`src/rtl/core/spm_pkg.sv`:
```
`timescale 1ns / 1ps
// ----------------------------------------------------------------------------
// spm_pkg: shared types and constants of the sparse polynomial merge block
// Holds the field widths, command codes and the sequencer state type.
// ----------------------------------------------------------------------------
package spm_pkg;

    localparam int DEG_W       = 8;
    localparam int COEFF_W     = 16;
    localparam int OUT_COEFF_W = 17;
    localparam int TERM_W      = DEG_W + COEFF_W;
    localparam int CMD_W       = 2;
    localparam int S_DATA_W    = 24;
    localparam int M_DATA_W    = 32;

    typedef logic [CMD_W-1:0] cmd_t;

    localparam cmd_t CMD_LOAD_A = 2'd0;
    localparam cmd_t CMD_LOAD_B = 2'd1;
    localparam cmd_t CMD_RUN    = 2'd2;

    typedef enum logic [1:0] {
        ST_IDLE,
        ST_READ,
        ST_COMP,
        ST_EMIT
    } state_t;

endpackage

```
`src/rtl/core/spm_ram.sv`:
```
`timescale 1ns / 1ps
// ----------------------------------------------------------------------------
// spm_ram: generic single-write, single-read RAM
// One write port and one read port; the read data is registered.
// ----------------------------------------------------------------------------
module spm_ram #(
    parameter int WIDTH = 24,
    parameter int DEPTH = 32
) (
    input  logic                                      aclk,
    input  logic                                      we,
    input  logic [((DEPTH > 1) ? $clog2(DEPTH) : 1)-1:0] waddr,
    input  logic [WIDTH-1:0]                          wdata,
    input  logic [((DEPTH > 1) ? $clog2(DEPTH) : 1)-1:0] raddr,
    output logic [WIDTH-1:0]                          rdata
);

    logic [WIDTH-1:0] mem [DEPTH];
    logic [WIDTH-1:0] rdata_reg;

    always_ff @(posedge aclk) begin
        if (we) begin
            mem[waddr] <= wdata;
        end
        rdata_reg <= mem[raddr];
    end

    assign rdata = rdata_reg;

endmodule

```
`src/rtl/core/sparse_polynomial_add_merge.sv`:
```
`timescale 1ns / 1ps
// ----------------------------------------------------------------------------
// sparse_polynomial_add_merge: sum of two sparse polynomials by merging
// Two term stores are filled by load beats; a run beat merges them in order.
// ----------------------------------------------------------------------------
// Usage:
// The slave channel carries commands. s_tuser selects load into store A, load
// into store B, or run; s_tdata carries the term degree and coefficient. A load
// beat is ignored once its store holds MAX_TERMS terms.
// A run beat starts the merge: terms go out on the master channel in merge
// order, equal degrees summed into one term (a zero sum is still sent), and the
// final term of the run carries m_tlast. A run with both stores empty sends
// nothing. After the final beat both stores are empty again.
// Each result term passes in turn through the store read, the compare and add in
// the shared unit and the output register; a run yields N terms, N up to
// 2*MAX_TERMS. Because of the single read port of each store and the one
// comparator/adder set, the next term is read only once the current result beat
// is taken. s_tready stays low from the run beat until the last result beat is
// taken. When the receiver stalls, the result holds in the output register and
// the sequencer waits. Reset (aresetn low, synchronous) empties both stores and
// drops m_tvalid; store contents are not cleared.
// ----------------------------------------------------------------------------
module sparse_polynomial_add_merge #(
    parameter int MAX_TERMS = 32
) (
    input  logic                          aclk,
    input  logic                          aresetn,
    // Slave channel: command beats.
    input  logic                          s_tvalid,
    output logic                          s_tready,
    // s_tdata: [7:0] term_degree, [23:8] term_coeff (signed).
    input  logic [spm_pkg::S_DATA_W-1:0]  s_tdata,
    // s_tuser: [1:0] command.
    input  logic [spm_pkg::CMD_W-1:0]     s_tuser,
    // Master channel: result terms.
    output logic                          m_tvalid,
    input  logic                          m_tready,
    // m_tdata: [7:0] out_degree, [24:8] out_coeff (signed), [31:25] zero.
    output logic [spm_pkg::M_DATA_W-1:0]  m_tdata,
    // m_tlast: last_term.
    output logic                          m_tlast
);

    import spm_pkg::*;

    localparam int AW = (MAX_TERMS > 1) ? $clog2(MAX_TERMS) : 1;
    localparam int CW = $clog2(MAX_TERMS + 1);

    state_t state_reg, state_next;

    logic [CW-1:0] count_a_reg, count_a_next;
    logic [CW-1:0] count_b_reg, count_b_next;
    logic [CW-1:0] ia_reg, ia_next;
    logic [CW-1:0] ib_reg, ib_next;

    logic                   m_valid_reg, m_valid_next;
    logic [DEG_W-1:0]       out_deg_reg, out_deg_next;
    logic [OUT_COEFF_W-1:0] out_coeff_reg, out_coeff_next;
    logic                   out_last_reg, out_last_next;

    logic              we_a, we_b;
    logic [TERM_W-1:0] wterm;
    logic [TERM_W-1:0] term_a, term_b;

    // Fields of the head terms read from the stores.
    logic [DEG_W-1:0]       deg_a, deg_b;
    logic [OUT_COEFF_W-1:0] c17_a, c17_b, c17_sum;
    logic                   has_a, has_b;
    logic                   take_a, take_b;
    logic [CW-1:0]          ia_adv, ib_adv;

    assign wterm = {s_tdata[DEG_W-1:0], s_tdata[DEG_W +: COEFF_W]};

    spm_ram #(.WIDTH(TERM_W), .DEPTH(MAX_TERMS)) u_store_a (
        .aclk  (aclk),
        .we    (we_a),
        .waddr (count_a_reg[AW-1:0]),
        .wdata (wterm),
        .raddr (ia_reg[AW-1:0]),
        .rdata (term_a)
    );

    spm_ram #(.WIDTH(TERM_W), .DEPTH(MAX_TERMS)) u_store_b (
        .aclk  (aclk),
        .we    (we_b),
        .waddr (count_b_reg[AW-1:0]),
        .wdata (wterm),
        .raddr (ib_reg[AW-1:0]),
        .rdata (term_b)
    );

    // Shared compare and add unit working on the two head terms.
    assign deg_a   = term_a[TERM_W-1 -: DEG_W];
    assign deg_b   = term_b[TERM_W-1 -: DEG_W];
    assign c17_a   = {term_a[COEFF_W-1], term_a[COEFF_W-1:0]};
    assign c17_b   = {term_b[COEFF_W-1], term_b[COEFF_W-1:0]};
    assign c17_sum = c17_a + c17_b;
    assign has_a   = (ia_reg < count_a_reg);
    assign has_b   = (ib_reg < count_b_reg);

    // A store that still has terms supplies the head when the other is used up,
    // when its degree is higher, or together with the other on a tie.
    assign take_a = has_a && (!has_b || (deg_a >= deg_b));
    assign take_b = has_b && (!has_a || (deg_b >= deg_a));
    assign ia_adv = take_a ? ia_reg + CW'(1) : ia_reg;
    assign ib_adv = take_b ? ib_reg + CW'(1) : ib_reg;

    always_ff @(posedge aclk) begin
        if (!aresetn) begin
            state_reg   <= ST_IDLE;
            count_a_reg <= '0;
            count_b_reg <= '0;
            ia_reg      <= '0;
            ib_reg      <= '0;
            m_valid_reg <= 1'b0;
        end else begin
            state_reg   <= state_next;
            count_a_reg <= count_a_next;
            count_b_reg <= count_b_next;
            ia_reg      <= ia_next;
            ib_reg      <= ib_next;
            m_valid_reg <= m_valid_next;
        end
    end

    always_ff @(posedge aclk) begin
        out_deg_reg   <= out_deg_next;
        out_coeff_reg <= out_coeff_next;
        out_last_reg  <= out_last_next;
    end

    always_comb begin
        state_next     = state_reg;
        count_a_next   = count_a_reg;
        count_b_next   = count_b_reg;
        ia_next        = ia_reg;
        ib_next        = ib_reg;
        m_valid_next   = m_valid_reg;
        out_deg_next   = out_deg_reg;
        out_coeff_next = out_coeff_reg;
        out_last_next  = out_last_reg;
        s_tready       = 1'b0;
        we_a           = 1'b0;
        we_b           = 1'b0;

        unique case (state_reg)
            ST_IDLE: begin
                s_tready = 1'b1;
                if (s_tvalid) begin
                    unique case (s_tuser)
                        CMD_LOAD_A: begin
                            if (count_a_reg < CW'(MAX_TERMS)) begin
                                we_a         = 1'b1;
                                count_a_next = count_a_reg + CW'(1);
                            end
                        end
                        CMD_LOAD_B: begin
                            if (count_b_reg < CW'(MAX_TERMS)) begin
                                we_b         = 1'b1;
                                count_b_next = count_b_reg + CW'(1);
                            end
                        end
                        CMD_RUN: begin
                            ia_next = '0;
                            ib_next = '0;
                            if ((count_a_reg != '0) || (count_b_reg != '0)) begin
                                state_next = ST_READ;
                            end
                        end
                        default: begin
                        end
                    endcase
                end
            end
            ST_READ: begin
                // The stores read the head entries at ia and ib this cycle.
                state_next = ST_COMP;
            end
            ST_COMP: begin
                out_deg_next   = take_a ? deg_a : deg_b;
                out_coeff_next = (take_a && take_b) ? c17_sum : (take_a ? c17_a : c17_b);
                out_last_next  = (ia_adv >= count_a_reg) && (ib_adv >= count_b_reg);
                m_valid_next   = 1'b1;
                ia_next        = ia_adv;
                ib_next        = ib_adv;
                state_next     = ST_EMIT;
            end
            ST_EMIT: begin
                if (m_tready) begin
                    m_valid_next = 1'b0;
                    if (out_last_reg) begin
                        count_a_next = '0;
                        count_b_next = '0;
                        state_next   = ST_IDLE;
                    end else begin
                        state_next = ST_READ;
                    end
                end
            end
            default: begin
                state_next = ST_IDLE;
            end
        endcase
    end

    assign m_tvalid = m_valid_reg;
    assign m_tlast  = out_last_reg;
    assign m_tdata  = {{(M_DATA_W - DEG_W - OUT_COEFF_W){1'b0}}, out_coeff_reg, out_deg_reg};

    // The final beat of a run leaves both stores empty.
    a_last_empties: assert property (@(posedge aclk) disable iff (!aresetn)
        (m_tvalid && m_tready && m_tlast) |=> (count_a_reg == '0 && count_b_reg == '0))
        else $error("stores not emptied after the final beat");

    a_count_bound: assert property (@(posedge aclk) disable iff (!aresetn)
        (count_a_reg <= CW'(MAX_TERMS)) && (count_b_reg <= CW'(MAX_TERMS)))
        else $error("term count beyond capacity");

    a_index_bound: assert property (@(posedge aclk) disable iff (!aresetn)
        (state_reg != ST_IDLE) |-> (ia_reg <= count_a_reg && ib_reg <= count_b_reg))
        else $error("merge index ran past its store");

    a_comp_has_term: assert property (@(posedge aclk) disable iff (!aresetn)
        (state_reg == ST_COMP) |-> (has_a || has_b))
        else $error("merge step with both stores used up");

    a_no_overlap: assert property (@(posedge aclk) disable iff (!aresetn)
        !(s_tready && m_tvalid))
        else $error("command taken while a result is pending");

endmodule

```
`config.mk`:
```
export PLATFORM = sky130hd
export DESIGN_NAME = sparse_polynomial_add_merge
export DESIGN_NICKNAME = d
export VERILOG_FILES = /design/src/rtl/core/spm_pkg.sv /design/src/rtl/core/spm_ram.sv /design/src/rtl/core/sparse_polynomial_add_merge.sv
export SDC_FILE = /design/constraint.sdc
export NUM_CORES = 1
export LEC_CHECK = 0
export BUFFER_PORTS_ARGS = -buffer_cell sky130_fd_sc_hd__buf_2
export CAP_MARGIN = 20
export CORE_MARGIN = 1
export CORE_UTILIZATION = 57
export DETAILED_ROUTE_END_ITERATION = 10
export GPL_TIMING_DRIVEN = 0
export PLACE_DENSITY = 0.76
export SLEW_MARGIN = 25
export SYNTH_ARGS = -nofsm -noshare
export SYNTH_HDL_FRONTEND = slang
export SYNTH_SLANG_ARGS = --single-unit
```
`constraint.sdc`:
```
create_clock -name aclk -period 3.7 [get_ports aclk]
set_clock_uncertainty 0.1 [all_clocks]
set_input_delay 0.185 -clock aclk [delete_from_list [all_inputs] [get_ports aclk]]
set_output_delay 0.185 -clock aclk [all_outputs]
set_load 0.005 [all_outputs]
```
### Word level (Yosys, flattened, before mapping)

Memories as Yosys holds them, arrays and structs flattened. A register that Yosys moved wholly into a read port is not among the register bits.
Cells that the tools add are included.

* bits in registers: 53
* latch bits: 0
* memory bits (writable): 1536
* ROM bits: 0
* word-level logic and storage cells: 99
* memories kept: 2

Memory list
* u_store_a.mem: depth 32, bits a word 24, rd ports 1, clocked after Yosys merged registers in 1, wr ports 1, RTL line spm_ram.sv:18 `logic [WIDTH-1:0] mem [DEPTH];`
* u_store_b.mem: depth 32, bits a word 24, rd ports 1, clocked after Yosys merged registers in 1, wr ports 1, RTL line spm_ram.sv:18

* add/sub/neg operators: 5
* $mul: 0
* divide/modulo/power cells: 0
* magnitude comparators: 8
* equal/unequal tests: 14
* shifts and indexed selects: 0
* multiplexer cells: 40
* bitwise gates (word level): 0
* reduce and logical (&&, ||, !) cells: 21

Operator list (count)
* $mux W6: 12
* $pmux W6 S2: 4
* $mux W17: 2
* $add A6 B1 Y6 const B: 4
* $add A16 B16 Y17: 1
* $ge A8 B8 Y1: 2
* $mux W1: 15
* $ge A6 B6 Y1: 2
* $lt A6 B6 Y1: 2
* $lt A6 B6 Y1 const B: 2
* $ne A2 B2 Y1 const B: 6
* $reduce_and A6 Y1: 2
* $reduce_bool A6 Y1: 2
* $mux W2: 4
* $mux W8: 1
* $pmux W2 S4: 1
* $eq A2 B2 Y1 const B: 3
* $ne A2 B1 Y1 const B: 3
* $reduce_bool A2 Y1: 3
* $eq A2 B1 Y1 const B: 2
* $logic_and A1 B1 Y1: 4
* $logic_not A2 Y1: 2
* $reduce_and A4 Y1: 1
* $logic_or A1 B1 Y1: 3
* other kinds (4): 5

### Longest topological paths before layout

Gate-level depths: netlist of run 1.

* word-level depth: 7
* gate-level depth with buffers: 18

### By module

A second synthesis of run 1 with hierarchy kept.

* cells, all modules: 3908
* area total of the unflattened synthesis: 65263.8 sq um

Modules (own cells, without submodules)
* spm_ram: times used 2, cells an instance 1711, area an instance 30483.0 sq um, sequential area each 23542.6 sq um
* sparse_polynomial_add_merge: times used 1, cells an instance 486, area an instance 4297.9 sq um, sequential area each 1321.3 sq um

### Worst setup path before layout of run 1

No wires, ideal clock.

* kind: register to register
* start: register count_a_reg[2]
* end: register out_last_reg (netlist: m_tlast) (data pin)
* setup time: 262 ps
* data arrival time: 3250 ps
* data required time: 3338 ps
* path slack: 88 ps
* cell stages (with the launch flop): 19
* clock period less this slack: 3612 ps
* cells stage by stage: dfxtp_1 > clkbuf_1 > inv_1 > ha_1 > a21oi_1 > o21ai_1 > a311oi_2 > o21a_1 > buf_4 > buf_2 > xnor2_1 > ha_1 > nand2b_1 > a21oi_1 > nor2b_1 > o21ai_0 > nand2b_1 > a211oi_1 > nor3_1

* longest elaborated chain between the ends: 7

RTL lines
* start, declared: RTL line sparse_polynomial_add_merge.sv:51 `logic [CW-1:0] count_a_reg, count_a_next;`
* start signal, assigned: RTL line sparse_polynomial_add_merge.sv:118 `count_a_reg <= count_a_next;`
* $lt A6 B6 Y1: RTL line sparse_polynomial_add_merge.sv:98 `assign has_a = (ia_reg < count_a_reg);`
* $logic_not A1 Y1: RTL line sparse_polynomial_add_merge.sv:104 `assign take_b = has_b && (!has_a || (deg_b >= deg_a));`
* $logic_or A1 B1 Y1: RTL line sparse_polynomial_add_merge.sv:104
* $logic_and A1 B1 Y1: RTL line sparse_polynomial_add_merge.sv:104
* $mux W6: RTL line sparse_polynomial_add_merge.sv:106 `assign ib_adv = take_b ? ib_reg + CW'(1) : ib_reg;`
* $ge A6 B6 Y1: RTL line sparse_polynomial_add_merge.sv:182 `out_last_next = (ia_adv >= count_a_reg) && (ib_adv >= count_b_reg);`
* $logic_and A1 B1 Y1 (*): RTL line sparse_polynomial_add_merge.sv:182
* end signal, assigned: RTL line sparse_polynomial_add_merge.sv:129 `out_last_reg <= out_last_next;`
* end, declared: RTL line sparse_polynomial_add_merge.sv:59 `logic out_last_reg, out_last_next;`

Mark *: on every way between the ends. The rest lies on a longest branch, timed or not.
A chain may end at the register's enable or synchronous reset.

### Worst setup path in the final report of run 1

* start: register ib_reg[1]
* end: register out_last_reg (netlist: m_tlast) (data pin)

* longest elaborated chain between the ends: 7

RTL lines
* start, declared: RTL line sparse_polynomial_add_merge.sv:54 `logic [CW-1:0] ib_reg, ib_next;`
* start signal, assigned: RTL line sparse_polynomial_add_merge.sv:121 `ib_reg <= ib_next;`
* $lt A6 B6 Y1: RTL line sparse_polynomial_add_merge.sv:99 `assign has_b = (ib_reg < count_b_reg);`
* $logic_not A1 Y1: RTL line sparse_polynomial_add_merge.sv:103 `assign take_a = has_a && (!has_b || (deg_a >= deg_b));`
* $logic_or A1 B1 Y1: RTL line sparse_polynomial_add_merge.sv:103
* $logic_and A1 B1 Y1: RTL line sparse_polynomial_add_merge.sv:103
* $mux W6: RTL line sparse_polynomial_add_merge.sv:105 `assign ia_adv = take_a ? ia_reg + CW'(1) : ia_reg;`
* $ge A6 B6 Y1: RTL line sparse_polynomial_add_merge.sv:182
* $logic_and A1 B1 Y1 (*): RTL line sparse_polynomial_add_merge.sv:182

Marks and branches as above.

==> results of run 1 <==
[logic make-up after synthesis]
logic type                 after synthesis
AOI/OAI and AO/OA                      125
adders and majority gates               60
buffers and inverters                  166
DFF                                   1637
other                                    1
and+or+nand+nor                        224
xor gates and xnor gates                30
muxes                                  551
[placed cells by master (no fill, tap or decap), types with 7 or more instances in the layout]
master	Yosys	routed
dlygate4sd3_1	0	31
dfxtp_1	75	69
clkbuf_1	60	93
nor3_1	7	7
mux4_2	480	480
ha_1	59	57
buf_2	16	49
mux2_2	58	58
buf_16	0	63
clkbuf_16	0	163
buf_6	11	11
buf_4	31	63
nand2_1	52	51
clkinv_2	0	17
inv_1	29	24
clkinv_1	1	34
inv_6	0	7
nor2b_1	10	10
o22ai_1	8	8
o21a_1	7	7
a21oi_1	34	34
nor2_1	95	31
a21o_1	7	7
nand4_1	9	9
bufinv_16	0	9
xnor2_1	24	24
nor2_4	0	64
nand2b_1	9	9
conb_1	1	7
edfxtp_1	1562	1562
clkbuf_2	0	18
mux2i_1	13	13
clkinvlp_4	0	8
o21ai_0	24	23
nand3_1	18	18
[cell type report]
class,instances,area (um2)
sequential,1637,48420
fill,6730,37180
multi-input combinational,997,15050
clock buffer,209,4302
timing repair buffer,161,2477
tap,1488,1862
buffer,135,774.5
clock inverter,77,641.9
inverter,30,112.6
[Yosys cell counts, types with 4 or more instances]
master / count
edfxtp_1: 1562
mux4_2: 480
nor2_1: 95
dfxtp_1: 75
clkbuf_1: 60
ha_1: 59
mux2_2: 58
nand2_1: 52
a21oi_1: 34
buf_4: 31
inv_1: 29
o21ai_0: 24
xnor2_1: 24
buf_1: 18
nand3_1: 18
buf_2: 16
mux2i_1: 13
buf_6: 11
nor2b_1: 10
nand2b_1: 9
nand4_1: 9
o22ai_1: 8
a21o_1: 7
nor3_1: 7
o21a_1: 7
a31oi_1: 6
xor2_1: 6
and3_1: 5
or3_1: 5
o211ai_1: 4
[layer usage]
| layer | track usage, % | vias up | part of all wire [%] |
|---|---|---|---|
| met3 | 6.723 | 389 | 11 |
| met5 | 0 | - | 0.039 |
| met4 | 11.65 | 12 | 3.9 |
| met2 | 47.76 | 2272 | 49 |
| li1 | - | 12501 | - |
| met1 | 40.96 | 16832 | 36 |
[power by group through the flow]
stage	clock, W	sequential (W)	combinational (W)
2_1_floorplan	0	0.0209	0.000758
3_3_place_gp	0	0.0209	0.00137
3_5_place_dp	0	0.0209	0.00148
4_1_cts	0.0157	0.0205	0.00156
5_1_grt	0.0164	0.0205	0.00172
6_report	0.0156	0.0205	0.00163
[through the flow]
stage	area (um2)	setup slack [ns]	utilization, %	hold WS [ns]
after floorplan	63780	0.08773	-	0.1839
after global placement	65930	-0.7764	59.49	0.3913
after detailed placement	68210	-0.6435	61.55	0.4139
after CTS	73440	0.002188	66.27	0.1180
after global routing	73640	-0.08544	66.45	0.3808
final	73640	-0.0009877	66.45	0.3793
[what timing repair did]
item | CTS | global route
pin swaps | 2 | 1
setup buffers | 4 | 5
endpoints found under the hold margin | 1047 | 512
hold buffers | 23 | 8
setup endpoints to repair | 24 | 29
gates resized for setup | 17 | 31
[how the worst min path moves through the flow]
stage,from,end,cells after the start
after global placement,m_tvalid,m_tvalid,2
after floorplan,s_tdata[8],u_store_a.mem[0][0],0
after global routing,aresetn,ib_reg[5],4
after CTS,s_tdata[7],u_store_b.mem[10][23],1
final,aresetn,ib_reg[5],4
after detailed placement,ib_reg[5],ib_reg[5],2
[worst max-delay path: stages (launching register included)]
cell and delay (ns):
dfxtp_1 0.39, clkbuf_1 0.46, buf_2 0.42, clkbuf_1 0.63, and3_1 0.28, and2_1 0.22
xor2_1 0.18, ha_1 0.25, o21ai_0 0.10, nand2b_1 0.11, a211oi_1 0.23, nor3_1 0.07
==> impl_metrics.tcl, run 1 <==
set metrics [dict create \
    status "complete, but fails checks" \
    violations "negative setup slack" \
    avgViaCountPerCell 6.761 \
    yosysTopAreaCell "edfxtp_1" \
    portBuffers 57 \
    netlist.area_leader.share_pct 73.57 \
    async_reset_ff_share_pct 0 \
    grt-ovfl-total 0 \
    timing.rr.start "ib_reg[1]" \
    gp_congestion 0.9646 \
    dieHeight_um 336.4 \
    ys_warn_count 0 \
    ios 65 \
    rsz0062_at_grt "yes" \
    cp-end-kind "register" \
    seq_power_share_pct 54.3 \
    tightest_slew_ns 1.091 \
    synth_compound_area_share_pct 1.356 \
    initialDrtViolationCount 4544 \
    syn-instance-count 2794 \
    synth_top_family_by_area "multiplexers" \
    tns_ns -0.0009877 \
    core_area_mm2 0.1108 \
    drt_pass1_iterations 6 \
    grt_pass1_wl_mm 234.5 \
    vias 32006 \
    top_regs "u_store_a.mem: 768 flops, u_store_b.mem: 768 flops" \
    stdcell_count 4734 \
    clock_power_share_pct 41.3 \
    seq_area_frac_synth_pct 75.92 \
    synthSimpleGateAreaFrac_pct 1.609 \
    synth_xor_area_share_pct 0.4121 \
    wl_per_cell_um 34.80 \
    ys.flop_type "edfxtp_1" \
    cts_made_buffers 157 \
    die_w_um 336.4 \
    dieArea_mm2 0.1132 \
    comb_power_share_pct 4.3 \
    synthTopCellsByArea "edfxtp_1 74%, mux4_2 17%, dfxtp_1 2.4%, ha_1 1.2%, mux2_2 1.0%" \
    fin_crit_sh_pct 100.0 \
    clk_latency_ns 0.78 \
    ys_types 65 \
    total_power_w 0.03779 \
    htreeDepth 4 \
    fin_crit_ns 3.701 \
    min_path_type "in -> reg" \
    start_util_pct 57.53 \
    cts_sinks 1637 \
    ant_nets 0 \
    finalHoldViolations 0 \
    peakVddDrop_v 0.0003957 \
    crit_path_start "ib_reg[1]" \
    p_sw_share_pct 21.08 \
    synth-seq-cells 1637 \
    drt_wl_total_mm 164.7 \
    regToRegSetupSlack_ns -0.001 \
    path_max_fanout 10 \
    cp.arrival_ns 4.13 \
    power_density_mw_per_mm2 513.2 \
    nets 3209 \
    grt_pass1_vias 32372 \
    cts.path.max_buffers 3 \
    slew_violations 0 \
    slew-limit-headroom_pct 26.70 \
    p_switching_w 0.007967 \
    dp_hpwl_mm 102.8 \
    grt_max_degree 65 \
    crit_path_start_kind "register" \
    setup_viol 1 \
    drcViolationCount 0 \
    antennaDiodeCount 0 \
    critPathKind "reg -> reg" \
    cts_tree "built" \
    p_leak_nw 22.55 \
    p_int_w 0.02983 \
    area_delta_synth_final_pct 15.50 \
    reg2reg_depth 11 \
    syn-cell-area_mm2 0.06376 \
    syn_avg_cell_area_um2 22.82 \
    fmax_mhz 270.2 \
    rows 122 \
    setup_slack_ns -0.0009877 \
    grt_usage_pct 29.99 \
    dp_cells 4409 \
    yosys.area_share.adder_pct 1.189 \
    critPathCapture "m_tlast" \
    r2r-end "m_tlast" \
    antenna_found_initial 18 \
    drv_cap 0 \
    drive_gt1_share_pct 32.29 \
    root_buffer "clkbuf_16" \
    worstPathRequired_ns 4.13 \
    synthMuxAreaShare_pct 18.18 \
    clkTransAtPathRegs_ns 0.06 \
    synth_enable_flop_cells 1562 \
]
(Power assumes the default switching activity.)
==> run 2, diff against run 1 <==
- CORE_UTILIZATION: 57 -> 25
- PLACE_DENSITY: 0.76 -> not set
==> run 2 against run 1 <==
Against the previous run:
- the flow now finishes without violations
- global-route usage is 17 points lower
- clock power is 3% higher
- die area is 130% higher
- total power is 1.4% higher
- worst hold slack worse by 0.10 ns
- largest cell class unchanged
==> impl_metrics.tcl, run 2 (synthesis gave the netlist of run 1 again) <==
set metrics [dict create \
    root_buffer "clkbuf_16" \
    area_delta_synth_final_pct 19.71 \
    post-place-ws_ns -0.6407 \
    total_power_w 0.03831 \
    cts.path.max_buffers 3 \
    grt_pass1_vias 30758 \
    p_leak_nw 22.74 \
    clkTransAtPathRegs_ns 0.06 \
    slowest_stage "buf_1" \
    fmax_mhz 276.1 \
    reg2reg_depth 6 \
    stdcell_count 6636 \
    grt_max_degree 65 \
    timing.rr.start "ib_reg[1]" \
    setup_viol 0 \
    critPathMaxStageDelay_ns 0.73 \
    die_w_um 507.0 \
    core_area_mm2 0.2539 \
    portBuffers 57 \
    cts_made_buffers 162 \
    initialDrtViolationCount 3442 \
    ant_nets 0 \
    peakVddDrop_v 0.0004513 \
    cp.arrival_ns 4.16 \
    path_max_fanout 10 \
    avgViaCountPerCell 4.551 \
    tightest_slew_ns 0.9812 \
    antenna_found_initial 27 \
    cts_sinks 1637 \
    fin_crit_ns 3.622 \
    wl_per_cell_um 24.45 \
    utilization_pct 30.06 \
    slew_violations 0 \
    fin_crit_sh_pct 97.88 \
    dieArea_mm2 0.2571 \
    min_from "s_tdata[11]" \
    slew-limit-headroom_pct 34.59 \
    worstPathRequired_ns 4.24 \
    drv_cap 0 \
    r2r-end "u_store_b.rdata[12]" \
    status "completed" \
    critPathTopFamily "buffers and inverters" \
    drt_wl_total_mm 162.3 \
    holdPathStages 2 \
    cp-end-kind "register" \
    mostFrequentLayoutCells "1562 x edfxtp_1, 480 x mux4_2, 172 x clkbuf_16" \
    top_regs "u_store_a.mem: 768 flops, u_store_b.mem: 768 flops" \
    finalHoldViolations 0 \
    vias 30200 \
    setup_slack_ns 0.07850 \
    dieHeight_um 507.0 \
    clk_latency_ns 0.79 \
    dp_cells 6288 \
    drcViolationCount 0 \
    hold_path_end "u_store_b.mem[25][3]" \
    drt_pass1_iterations 5 \
    rows 185 \
    crit_buf_inv 3 \
    hold_ws_ns 0.2798 \
    ios 65 \
    start_util_pct 25.11 \
    nets 3221 \
    cts_tree "built" \
    crit_path_start_kind "register" \
    drive_gt1_share_pct 32.97 \
    dp_hpwl_mm 107.9 \
    min_path_type "in -> reg" \
    power_density_mw_per_mm2 502.0 \
    regToRegSetupSlack_ns 0.08 \
    grt_pass1_wl_mm 230.3 \
    grt-ovfl-total 0 \
    worstPathCellList "clkbuf_1 -> clkbuf_1 -> buf_1 -> mux4_2 -> mux4_2 -> mux2_2" \
    htreeDepth 4 \
    gp_congestion 0.7768 \
    grt_usage_pct 12.54 \
    critPathKind "reg -> reg" \
    final_common_cell "edfxtp_1" \
]
==> run 2: changes by cell type in the layout (fill, tap and decap cells not counted), sizes merged <==
cell / change
buf: +10
clkinv: +9
diode: +6
clkbuf: +5
clkinvlp: -4
inv: -4
clkdlybuf4s15: +2
==> run 2: report_power, final <==
group / internal (W) / switching (W)
logic: 0.000585 / 0.00108
clock network: 0.00931 / 0.00684
registers: 0.0204 / 0.0000653
==> run 2: worst max-delay path by stage <==
stage,start,endpoint,slack [ns],depth (start not counted)
final,ib_reg[1],u_store_b.rdata[12],0.08,6
after global routing,count_a_reg[2],m_tlast,-0.003,16
after CTS,u_store_a.rdata[23],m_tlast,0.0007,18
after detailed placement,count_a_reg[2],m_tlast,-0.64,18
after global placement,state_reg[0],u_store_a.mem[24][13],-1.03,6
after floorplan,count_a_reg[2],m_tlast,0.09,18
==> run 2: through the flow <==
stage / TNS [ns] / cell area (um2)
detailed placement: -5.659 / 70560
finish: 0 / 76320
global route: -0.003137 / 76310
CTS: 0 / 76120
global placement: -1075.28 / 68280
floorplan: 0 / 63780
==> run 2: worst reg2reg max path: stages (launching register included) <==
cell      delay (ns)
dfxtp_1         0.41
clkbuf_1        0.39
clkbuf_1        0.47
buf_1           0.73
mux4_2          0.42
mux4_2          0.56
mux2_2          0.38
==> run 2: final cells by class <==
| class | count | area, um2 |
|---|---|---|
| fillers | 24150 | 177600 |
| flip-flops and latches | 1637 | 48420 |
| multi-input cells | 997 | 15050 |
| clock buffers | 219 | 4591 |
| well taps | 3366 | 4212 |
| repair buffers | 168 | 2520 |
| plain buffers | 135 | 792.0 |
| clock inverters | 78 | 606.8 |
| inverters | 30 | 118.9 |
| diodes | 6 | 15.01 |
==> run 2: metal layers <==
| layer | vias to the layer above | global-route usage (%) | part of all wire, % |
|---|---|---|---|
| li1 | 12543 | - | - |
| met1 | 16277 | 16.17 | 41 |
| met2 | 1149 | 21.52 | 50 |
| met3 | 223 | 1.861 | 6.2 |
| met4 | 8 | 4.184 | 2.8 |
| met5 | - | 0 | 0.031 |
==> run 2: repair_timing <==
| item | in CTS | in global routing |
|---|---|---|
| hold buffers | 26 | 5 |
| buffers inserted | 6 | 9 |
| resized for setup | 31 | 18 |
| endpoints found under the setup margin | 36 | 1 |
| hold endpoints to repair | 1227 | 320 |
| pin swaps | 2 | 7 |
